[config.mk]
export PLATFORM = sky130hd
export DESIGN_NAME = sgi_isqrt
export DESIGN_NICKNAME = d
export VERILOG_FILES = /design/src/sv/sgi_isqrt.sv
export SDC_FILE = /design/constraint.sdc
export NUM_CORES = 1
export LEC_CHECK = 0
export ABC_AREA = 1
export BUFFER_PORTS_ARGS = -buffer_cell sky130_fd_sc_hd__buf_2
export CAP_MARGIN = 20
export CORE_ASPECT_RATIO = 0.8
export CORE_UTILIZATION = 45
export DETAILED_ROUTE_END_ITERATION = 8
export PLACE_DENSITY_LB_ADDON = 0.25
export SYNTH_ARGS = -nofsm -noshare
export SYNTH_HDL_FRONTEND = slang
export SYNTH_SLANG_ARGS = --single-unit
[constraint.sdc]
create_clock -name clk -period 2.1 [get_ports clk]
set_clock_uncertainty 0.1 [all_clocks]
set_input_delay 0.21 -clock clk [delete_from_list [all_inputs] [get_ports clk]]
set_output_delay 0.21 -clock clk [all_outputs]
set_load 0.02 [all_outputs]
[src/sv/sgi_isqrt.sv]
module sgi_isqrt #(
  parameter int RW = 17
) (
  input  logic            clk,
  input  logic [2*RW-1:0] s_in,
  output logic [RW-1:0]   root
);

  localparam int SW = 2*RW;

  logic [RW+1:0] rem_r  [RW];
  logic [RW-1:0] root_r [RW];
  logic [SW-1:0] src_r  [RW];

  for (genvar k = 0; k < RW; k++) begin : g_stg
    logic [RW+1:0] rem_i;
    logic [RW-1:0] root_i;
    logic [SW-1:0] src_i;
    logic [RW+3:0] t;
    logic [RW+3:0] trial;
    logic          take;
    logic [RW+1:0] rem_nxt;
    logic [RW-1:0] root_nxt;
    logic [SW-1:0] src_nxt;

    if (k == 0) begin : g_first
      assign rem_i  = '0;
      assign root_i = '0;
      assign src_i  = s_in;
    end else begin : g_next
      assign rem_i  = rem_r[k-1];
      assign root_i = root_r[k-1];
      assign src_i  = src_r[k-1];
    end

    assign t        = {rem_i, src_i[SW-1 -: 2]};
    assign trial    = {2'b00, root_i, 2'b01};
    assign take     = (t >= trial);
    assign rem_nxt  = take ? (RW+2)'(t - trial) : (RW+2)'(t);
    assign root_nxt = {root_i[RW-2:0], take};
    assign src_nxt  = {src_i[SW-3:0], 2'b00};

    always_ff @(posedge clk) begin
      rem_r[k]  <= rem_nxt;
      root_r[k] <= root_nxt;
      src_r[k]  <= src_nxt;
    end
  end

  assign root = root_r[RW-1];

endmodule

== Yosys cells after proc, flatten, opt, wreduce, memory -nomap -nowiden ==
Memories as Yosys holds them, arrays and structs flattened.
Index checks and enable logic that the tools add are counted.

* Flip-flop bits (word level): 0
* RAM bits: 1156
* Input bits: 35
* Output and inout port bits: 17
* Word-level logic and storage cells: 54
* Memories kept: 3

* Add/sub/neg operators: 17
* Order comparisons: 17
* Muxes and demuxes: 17

{| class="wikitable"
|+ Memories
! memory !! words !! bits a word !! read ports !! clocked after Yosys merged registers in !! wr ports !! line !! source
|-
| src_r || 17 || 32 || 16 || 0 || 17 || 13 || <nowiki>logic [SW-1:0] src_r [RW];</nowiki>
|-
| rem_r || 17 || 19 || 16 || 0 || 17 || 11 || <nowiki>logic [RW+1:0] rem_r [RW];</nowiki>
|-
| root_r || 17 || 17 || 17 || 0 || 17 || 12 || <nowiki>logic [RW-1:0] root_r [RW];</nowiki>
|}

{| class="wikitable"
|+ Operators with widths
! kind !! number
|-
| 21-bit by 19-bit >= comparator with 1-bit output || 16
|-
| 19-bit two-way mux || 17
|-
| 19-bit subtractor || 16
|-
| 2-bit by 1-bit subtractor with 3-bit output, second input constant || 1
|-
| 2-bit by 1-bit >= comparator with 1-bit output, second input constant || 1
|}

== Longest topological paths before layout ==
An unclocked memory read counts as a cell.

* Depth after elaboration: 3
* Depth in mapped cells: 14
* Depth with buffers taken out: 14

== Least setup slack after synthesis ==
OpenSTA, ideal clock, no wires.

* Kind: register to register
* Start point: memory root_r[0][0]
* End point: memory rem_r[0][36] (netlist bit)
* Setup time: 130 ps
* Data arrival time: 1641 ps
* Required time: 1870 ps
* Slack: 228 ps
* Cell stages (with the launch flop): 10
* Cells stage by stage: dfxtp_1 -> inv_1 -> ha_1 -> a21oi_1 -> nand2_1 -> inv_1 -> ha_1 -> and2_1 -> clkbuf_1 -> o21ai_0

{| class="wikitable"
|+ RTL lines
! element !! line
|-
| start, declared || 12
|-
| end, declared || 11
|}

==> results.py <==
metrics = {
    "floorplanning": {
        "ios": 52,
        "rows": 84,
        "die_w_um": 292,
        "initial_core_util_pct": 45.9,
        "chipHeight_um": 234,
        "die-area_um2": 68500,
        "core_um2": 66200,
    },
    "critical_path": {
        "regToRegStartpoint": "rem_r[0][114]",
        "critPathRequiredTime_ns": 2.53,
        "worstSetupPathType": "reg -> reg",
        "start_kind": "flop",
        "setup.reg_to_reg.worst_slack_ns": 0.07,
        "critPathCaptureType": "flop",
        "slowest_stage": "dfxtp_1",
        "rr_worst_depth": 12,
        "rr_endpoint": "rem_r[0][135]",
        "critical_path.startpoint": "rem_r[0][114]",
        "cp_max_fo": 8,
        "crit_end": "rem_r[0][135]",
        "crit_path_max_incr_delay_ns": 0.48,
        "path_cells": "ha_4 -> a21oi_2 -> nand2_1 -> nand2_1 -> nand2_2 -> nand2_2 -> nand2_2 -> nor2_4 -> buf_4 -> buf_8 -> nand2_1 -> o21ai_1",
        "arrival_ns": 2.47,
    },
    "power": {
        "p_seq_share_pct": 42.2,
        "power.total_mw": 42.5,
        "vdd_drop_max_mv": 0.760,
        "combinationalPowerShare_pct": 28.3,
        "power.leakage_nw": 18.9,
        "p_int_mw": 27.8,
        "power_density_nw_per_um2": 1170,
        "switchingPower_mw": 14.7,
        "switching_share_pct": 34.7,
        "p_clk_share_pct": 29.6,
    },
    "run": {
        "maxCapViolCount": 0,
    },
    "synth": {
        "synth_area_um2": 30400,
        "yosys.area.top_type_share_pct": 46.6,
        "synth.distinct_cells": 49,
        "synth_ff_type": "dfxtp_1",
        "synthesis.yosys.warnings": 0,
        "synthMostInstantiatedCell": "nand2_1",
        "ys_ff_latch": 707,
        "async_flop_share_pct": 0,
        "ys_seq_area_share_pct": 46.6,
        "yosysTopAreaCell": "dfxtp_1",
        "syn_nets": 4225,
        "synth_edf_count": 0,
        "synth_common_cells": "nand2_1, dfxtp_1, inv_1, nor2_1, nand3_1",
        "netlist_instances": 4019,
        "synthTopCellsByArea": "dfxtp_1, nand2_1, inv_1",
        "avgSynthCellArea_um2": 7.56,
    },
    "sta": {
        "final-hold-violation-count": 0,
        "layout_min_cycle_time_ns": 2.03,
        "timing.setup.tns_ns": 0,
        "slew_violations": 0,
        "finalCritPeriodShare_pct": 96.9,
        "max_freq_mhz": 492,
        "rsz0062_at_grt": "yes",
        "setup_viol": 0,
    },
    "place": {
        "place_hpwl_um": 55600,
        "dpl.cell_count": 5035,
        "dpl_cell_area_um2": 32500,
        "gp_congestion": 0.941,
        "port-buffer-count": 51,
    },
    "clock_network": {
        "cts-root-buf": "clkbuf_16",
        "path_clk_slew_ns": 0.06,
        "cts_buffers": 69,
        "cts_max_level": 3,
        "cts_tree": "done",
        "worstSkewPairLatency_ns": 0.63,
        "clockBufferDepth": 3,
        "cts.sinks": 707,
    },
    "global_route": {
        "grt_max_degree": 24,
        "grt_overflow": 0,
        "first_global_vias": 23300,
        "track_usage_pct": 21.0,
        "antenna_found_initial": 0,
        "grt_pass1_wl_um": 116000,
    },
    "layout": {
        "utilization_pct": 55.0,
        "fin_cells": 5216,
        "finalInstanceArea_um2": 36400,
        "n_fill_cell": 6243,
        "final_layout_size_suffix_gt1_share_pct": 14.4,
        "multi_input_area_um2": 14500,
        "antenna_cells": 0,
        "area_growth_pct": 19.8,
        "nNetsFinal": 4510,
        "seq_area_um2": 14200,
    },
    "worst_hold_path": {
        "min_from": "s_in[29]",
        "hold_class": "in -> reg",
    },
    "routing": {
        "vias": 24800,
        "drtPass1Iterations": 5,
        "wl_per_cell_um": 14.0,
        "drtIter0Drc": 1608,
        "drc": 0,
        "vias_per_cell": 4.75,
        "wirelength_um": 72900,
        "drt.antenna.violating_nets": 0,
    },
    "run_status": {
        "status": "complete, no violations",
    },
}
[layout make-up]
cell class | instances | share of cell area (%)
inverters | 631 | 6.56
multi-input cells | 2655 | 39.9
clock buffers | 84 | 5.15
repair buffers | 239 | 5.21
flip-flops and latches | 707 | 38.9
well taps | 860 | 2.96
repair inverters | 1 | 0.0241
clock inverters | 39 | 1.24
[state kept, by name, indices dropped and copies added (netlist names)]
| signal | cells |
|---|---|
| rem_r | 282 |
| src_r | 272 |
| root_r | 153 |
[power groups by stage]
stage	clock [mW]	combinational [mW]	sequential [mW]
finish	12.6	12.0	17.9
global route	13.5	13.7	18.2
CTS	12.9	11.3	17.8
detailed placement	0	11.1	18.1
global placement	0	11.0	18.1
floorplan	0	8.26	17.2
[cells in the final DEF, fill, tap and decap left out, types with 52 or more instances in the layout]
| master | count |
|---|---|
| a21oi_1 | 117 |
| buf_2 | 52 |
| buf_4 | 139 |
| clkbuf_16 | 70 |
| dfxtp_1 | 691 |
| ha_1 | 110 |
| inv_1 | 608 |
| nand2_1 | 1250 |
| nand2_2 | 57 |
| nand3_1 | 231 |
| nor2_1 | 330 |
| o21ai_0 | 77 |
| xor2_1 | 80 |
[metal layers]
layer / vias up / global-route usage (%) / wire length [um]
li1: 13000 / - / -
met1: 11100 / 29.5 / 36000
met2: 525 / 33.3 / 31700
met3: 100 / 3.53 / 3750
met4: 0 / 5.09 / 1460
met5: - / 0 / 0
[worst min-delay path by stage]
stage          depth (start not counted)  slack [ns]             to
2_1_floorplan                          0        0.14    src_r[0][0]
3_3_place_gp                           0        0.21   src_r[0][34]
3_5_place_dp                           0        0.21  src_r[0][116]
4_1_cts                                2        0.07   src_r[0][29]
5_1_grt                                2        0.09   src_r[0][31]
6_report                               2        0.11   src_r[0][29]
[kinds of logic after synthesis]
family	synth area share, %
xor gates and xnor gates	3.49
and+or+nand+nor	28.5
other	0.0123
DFF	46.6
adders and majority gates	7.04
buffers and inverters	8.70
AOI/OAI and AO/OA	5.63
[critical path: cells and delay by family, from the launching register on]
family | cells | cell delay (ns)
DFF | 1 | 0.48
adders and majority gates | 1 | 0.27
and+or+nand+nor | 7 | 0.58
AOI/OAI and AO/OA | 2 | 0.26
buffers and inverters | 2 | 0.26
[repair_timing]
action,CTS,global route
gates cloned,0,6
hold buffers,35,0
endpoints found under the setup margin,48,232
buffers inserted,3,14
resized for setup,5,201
pin swaps,2,26
hold endpoints to repair,35,0
[metrics by stage]
stage               hold WS (ns)  worst slack (ns)
global placement           0.210           -0.0900
detailed placement         0.212           -0.0713
global route              0.0950           -0.0538
CTS                       0.0738           0.00297
finish                     0.112            0.0660
floorplan                  0.138             0.228
Note: power is estimated with default switching activity, not from simulation.
