--- src/sv/sgi_div.sv ---
module sgi_div #(
  parameter int NW = 53,
  parameter int DW = 35,
  parameter int QW = 17
) (
  input  logic          clk,
  input  logic [NW-1:0] num,
  input  logic [DW-1:0] den,
  output logic [QW-1:0] quo
);

  logic [DW-1:0] rem_r [QW];
  logic [QW-1:0] lo_r  [QW];
  logic [QW-1:0] q_r   [QW];
  logic [DW-1:0] d_r   [QW];

  for (genvar k = 0; k < QW; k++) begin : g_stg
    logic [DW-1:0] rem_i;
    logic [QW-1:0] lo_i;
    logic [QW-1:0] q_i;
    logic [DW-1:0] d_i;
    logic [DW:0]   t;
    logic          take;
    logic [DW-1:0] rem_nxt;

    if (k == 0) begin : g_first
      assign rem_i = num[QW+DW-1:QW];
      assign lo_i  = num[QW-1:0];
      assign q_i   = '0;
      assign d_i   = den;
    end else begin : g_next
      assign rem_i = rem_r[k-1];
      assign lo_i  = lo_r[k-1];
      assign q_i   = q_r[k-1];
      assign d_i   = d_r[k-1];
    end

    assign t       = {rem_i, lo_i[QW-1]};
    assign take    = (t >= {1'b0, d_i});
    assign rem_nxt = take ? DW'(t - {1'b0, d_i}) : DW'(t);

    always_ff @(posedge clk) begin
      rem_r[k] <= rem_nxt;
      lo_r[k]  <= {lo_i[QW-2:0], 1'b0};
      q_r[k]   <= {q_i[QW-2:0], take};
      d_r[k]   <= d_i;
    end
  end

  assign quo = q_r[QW-1];

endmodule

--- config.mk ---
export PLATFORM = sky130hd
export DESIGN_NAME = sgi_div
export DESIGN_NICKNAME = d
export VERILOG_FILES = /design/src/sv/sgi_div.sv
export SDC_FILE = /design/constraint.sdc
export NUM_CORES = 2
export LEC_CHECK = 0
export BUFFER_PORTS_ARGS = -buffer_cell sky130_fd_sc_hd__buf_2
export CORE_MARGIN = 2
export CORE_UTILIZATION = 60
export CTS_CLUSTER_SIZE = 20
export DETAILED_ROUTE_END_ITERATION = 6
export PLACE_DENSITY_LB_ADDON = 0.12
export RECOVER_POWER = 50
export SYNTH_ARGS = -nofsm -noshare
export SYNTH_HDL_FRONTEND = slang
export SYNTH_SLANG_ARGS = --single-unit
--- constraint.sdc ---
create_clock -name clk -period 9.3 [get_ports clk]
set_clock_uncertainty 0.15 [all_clocks]
set_input_delay 0.93 -clock clk [delete_from_list [all_inputs] [get_ports clk]]
set_output_delay 0.93 -clock clk [all_outputs]
set_load 0.01 [all_outputs]
After elaboration in Yosys (flattened, before gate mapping)
Memory sizes are Yosys's and may differ from the RTL's.
Cells that the tools add are included.
{ "totals": {"output_inout_bits": 17, "word_cells": 55, "register_bits": 0, "mem_count": 4, "mem_bits_rw": 1751} }
{ "classes": {"magnitude_cmp": 17, "n_addsub": 17, "muxes": 17} }
{ "mem_list": {"columns": ["memory", "words", "width", "read_ports", "rd_ports_with_merged_regs", "write_ports", "line", "text"], "rows": [
  ["d_r", 17, 35, 16, 0, 17, "15", "logic [DW-1:0] d_r [QW];"],
  ["rem_r", 17, 35, 16, 0, 17, "12", "logic [DW-1:0] rem_r [QW];"],
  ["q_r", 17, 17, 17, 0, 17, "14", "logic [QW-1:0] q_r [QW];"],
  ["lo_r", 17, 16, 16, 0, 17, "13", "logic [QW-1:0] lo_r [QW];"]
]} }
{ "ops": {"columns": ["op", "n"], "rows": [
  ["$ge 36x35->1", 17],
  ["$mux 35", 17],
  ["$sub 35x35->35", 17]
]} }

Longest topological paths before layout
An unclocked memory read counts as a cell.
{ "logic_depth": {"word_depth": 3, "mapped_depth": 16, "ltp_nobuf": 14} }

Worst setup path after synthesis
No wires, ideal clock.
{ "synth_timing": {"path_type": "input to register", "from": "input port den[5]", "to": "memory rem_r[0][16]", "path_stages": 14, "setup_slack_ns": 5.359, "path_buffers": 2, "arrival_time_ns": 3.670, "path_cell_list": "inv_1 -> ha_1 -> clkbuf_1 -> a21o_1 -> a21oi_1 -> inv_1 -> o21ai_1 -> a21oi_1 -> o31a_1 -> a21oi_1 -> o21bai_1 -> a31oi_1 -> clkbuf_1 -> mux2_2"} }
{ "synth_rtl": {"columns": ["item", "line", "text"], "rows": [
  ["from (decl)", "8", "input logic [DW-1:0] den,"],
  ["to (decl)", "12", null]
]} }

==> reports/qor_table.md <==
| Result | Value |
|---|---|
| Outcome | completed |
| CTS hold repair buffers | 0 |
| Crit path max-delay cell type | sky130_fd_sc_hd__dfxtp_1 |
| Worst-case hold path end point | lo_r[0][11] |
| Count of unresolved DRC violations after routing | 0 |
| Post-synthesis async set-or-reset flop share | 0% |
| Post-CTS Setup Bufs | 0 |
| Number of sinks handled by clock tree synthesis | 1409 |
| Portion of the post-synthesis area used by sequential elements | 43.4% |
| XOR/XNOR Fraction of Synth Area | 6.67% |
| Kind of path behind the tightest hold check | in -> reg |
| Multiplexer fraction of the synthesized cell area | 5.50% |
| Die outline width | 333 um |
| Max-slew violation count | 0 |
| R2r startpoint | lo_r[0][95] |
| Starting utilization of the core area | 60.6% |
| Total Wirelength | 141 mm |
| Area delta synth->final | 10.7% |
| Element type at the critical path start | flop |
| CP Data Required Time | 9.77 ns |
| Cell row count | 120 |
| Cell area after placement | 66800 sq um |
| Final number of hold-violating endpoints | 0 |
| Standby leakage power | 34.1 nW |
| Grt ovf | 0 |
| Die height | 333 um |
| Worst R2R End | rem_r[0][241] |
| Arrival time worst endpoint | 5.32 ns |
| Post-synthesis compound-gate area fraction | 17.5% |
| Power after layout | 29.1 mW |
| Synthesized area per cell | 9.50 sq um |
| Time the worst path needs with I/O delays and setup | 4.85 ns |
| Synth Net Count | 7538 |
| Origin of the worst min-delay path | num[11] |
| Part of the cycle the worst path needs | 52.2% |
| Worst hold stages | 1 |
| Vias after detailed routing | 46900 |
| Setup violation total in the final timing report | 0 |
| IO Count | 106 |
| Highest ir drop seen on vdd | 198 uV |
| Fmax | 0.206 GHz |
| Crit path largest cell delay | 0.60 ns |
| Count of cell types in the netlist | 84 |
| Main area contributors after synthesis | sky130_fd_sc_hd__dfxtp_1, sky130_fd_sc_hd__ha_1, sky130_fd_sc_hd__a21oi_1 |
| Number of antenna violations at the first check in global routing | 2 |
| TritonCTS Buffers | 146 |
| Clock tree from TritonCTS | done |
| TNS Setup | 0 ns |
| Leading area contributor after synthesis | sky130_fd_sc_hd__dfxtp_1 |
| PostCTS Resize Cnt | 0 |
| Layout cells sized above 1 | 9.45% |
| Via count of the first global-routing pass | 47600 |
| CTS root buf | sky130_fd_sc_hd__clkbuf_16 |
| WL/cell | 16.6 um |
| Number of standard cells after synthesis | 6838 |
| Yosys reg bits | 1409 |
| Hold_ws | 0.128 ns |
| Global-route wire length before repair | 228 mm |
| Pwr Density | 405 nW/um^2 |
| Clk buf depth | 3 |
| Main combinational cell family by area after synthesis | compound AO/OA/AOI/OAI gates |
| Share of Yosys cell area claimed by the top area cell type | 43.4% |
| Max-slew headroom | 21.0% |
| Actual transition at the worst max-transition pin | 1.17 ns |
| Ordered list of cells on the worst path | inv_1 -> ha_1 -> fa_1 -> nor2b_1 -> o31ai_1 -> a211oi_1 -> o21ba_2 -> o21ai_1 -> o31a_1 -> nor2_1 -> a211oi_1 -> a21o_1 -> buf_4 -> buf_4 -> inv_1 -> mux2_2 |
| Final instance area | 71900 sq um |
| Insertion delay to the later sink of the worst-skew pair | 0.75 ns |
| Total GRT Usage | 25.2% |
| Share of synthesized cell area in full adder, half adder and majority cells | 12.0% |
| Post-synth top flop | sky130_fd_sc_hd__dfxtp_1 |
| Post-Syn Area | 65000 sq um |
| Pin count of the biggest net entering global routing | 70 |
| DRT antenna net count | 0 |
| Number of H-tree branching levels | 4 |
| Number of cell instances on the worst register-to-register path | 16 |
| Share of synthesized cell area in and, or, nand and nor gates | 9.64% |
| Pre-CTS worst setup slack | 4.32 ns |
| First-iteration detailed-routing DRC count | 2037 |
| Number of warnings reported in the yosys synthesis log | 0 |
| Setup repair after global routing missed its margin | no |
| Total Die Area | 111000 sq um |
| Critical Path End Type | flop |
| Final setup slack of the worst path | 4.45 ns |
| Placed wire-length estimate after detailed placement | 110 mm |
| WS Path Type | reg -> reg |
| Reg2reg setup slack | 4.45 ns |
| Clock-pin slew of the registers on the worst-case setup and hold paths | 0.06 ns |
| Number of input and output port buffers inserted | 104 |
| Number of vias per cell | 5.52 |
| Post-layout nets | 7664 |
| Detailed-router iteration count before antenna repair | 6 |
| Floorplan Core Area | 107000 sq um |
| Cells after DPL | 8219 |
| Maximum fanout along the worst path | 45 |
| Finished Core Util | 67.1% |
| Number of flops mapped to enable cells by yosys | 0 |
| Routability congestion estimate from global placement | 0.952 |
| Maxcap violations | 0 |
| Final cell count without fillers | 8495 |
| Number of filler instances in the final layout | 8545 |
[how the worst max path moves through the flow]
stage                      start             to  slack, ns  cells after the start
floorplan                 den[5]   rem_r[0][16]       5.36                     14
global placement     lo_r[0][95]  rem_r[0][241]       4.36                     16
detailed placement   lo_r[0][95]  rem_r[0][241]       4.32                     16
CTS                  lo_r[0][95]  rem_r[0][241]       4.30                     16
global route        lo_r[0][159]  rem_r[0][357]       4.09                     14
finish               lo_r[0][95]  rem_r[0][241]       4.45                     16
[state kept, by name, indices dropped and copies added (netlist names)]
| signal | flops |
|---|---|
| d_r | 560 |
| lo_r | 136 |
| q_r | 153 |
| rem_r | 560 |
[area by class of cell]
type | count | area (sq um) | share of cell area, %
multi-input combinational | 4544 | 33400 | 46.5
sequential | 1409 | 28200 | 39.2
clock buffer | 197 | 4220 | 5.87
inverter | 739 | 2770 | 3.86
tap | 1403 | 1760 | 2.44
clock inverter | 66 | 862 | 1.20
timing repair buffer | 124 | 636 | 0.884
antenna | 13 | 32.5 | 0.0452
[metal layers]
metal	track usage, %	up-vias	wire length [um]
li1	-	23900	-
met3	3.10	417	3960
met4	18.0	0	10600
met1	23.5	21600	50800
met2	50.0	923	75700
met5	0	-	0
[cell families (layout without fill, tap and decap cells)]
family	after synthesis	count (layout)
AO/OA/AOI/OAI	1820	1820
XOR/XNOR	495	495
adder cells (fa/ha/maj)	611	611
buffers and inverters	885	1126
flip-flops	1409	1409
multiplexers	310	310
other	0	13
AND/OR/NAND/NOR	1308	1308
[report_power, final]
part,internal [mW],total (mW),switching [mW]
sequential,7.94,8.84,0.905
combinational,6.64,14.3,7.67
clock,3.65,6.00,2.35
[critical path, delay by kind of cell, from the launching register on]
family,cells,cell delay [ns]
AOI/OAI and AO/OA,7,1.65
adders and majority gates,2,0.66
muxes,1,0.39
DFF,1,0.60
and+or+nand+nor,2,0.37
buffers and inverters,4,0.88
[synthesized netlist by cell type, drive strengths merged (80+ instances only)]
library cell and n:
clkbuf 97, nor2 422, nand2 319, a21o 340, a21oi 685, xor2 188, o21ai 312, xnor2 307
ha 595, o21bai 80, nand4 96, mux2 293, inv 739, nand3 106, dfxtp 1409
[cells in the final DEF (no fill, tap or decap), drive strengths merged, types with 16 or more instances in the layout]
cell type,n
nand2,319
o31ai,32
nor4,20
nand3,106
nand2b,68
o21ai,312
ha,595
and3,54
a31oi,50
a21o,340
a211o,25
a21oi,685
a21boi,23
xor2,188
dfxtp,1409
clkinv,29
nor3,55
nand4,96
inv,748
a211oi,38
mux2,293
fa,16
buf,96
and4,16
o21bai,80
clkbuf,225
o211ai,23
mux2i,17
o21a,69
or3,16
nor2b,74
nor2,422
bufinv,16
xnor2,307
Power figures use the tool's default switching activity.
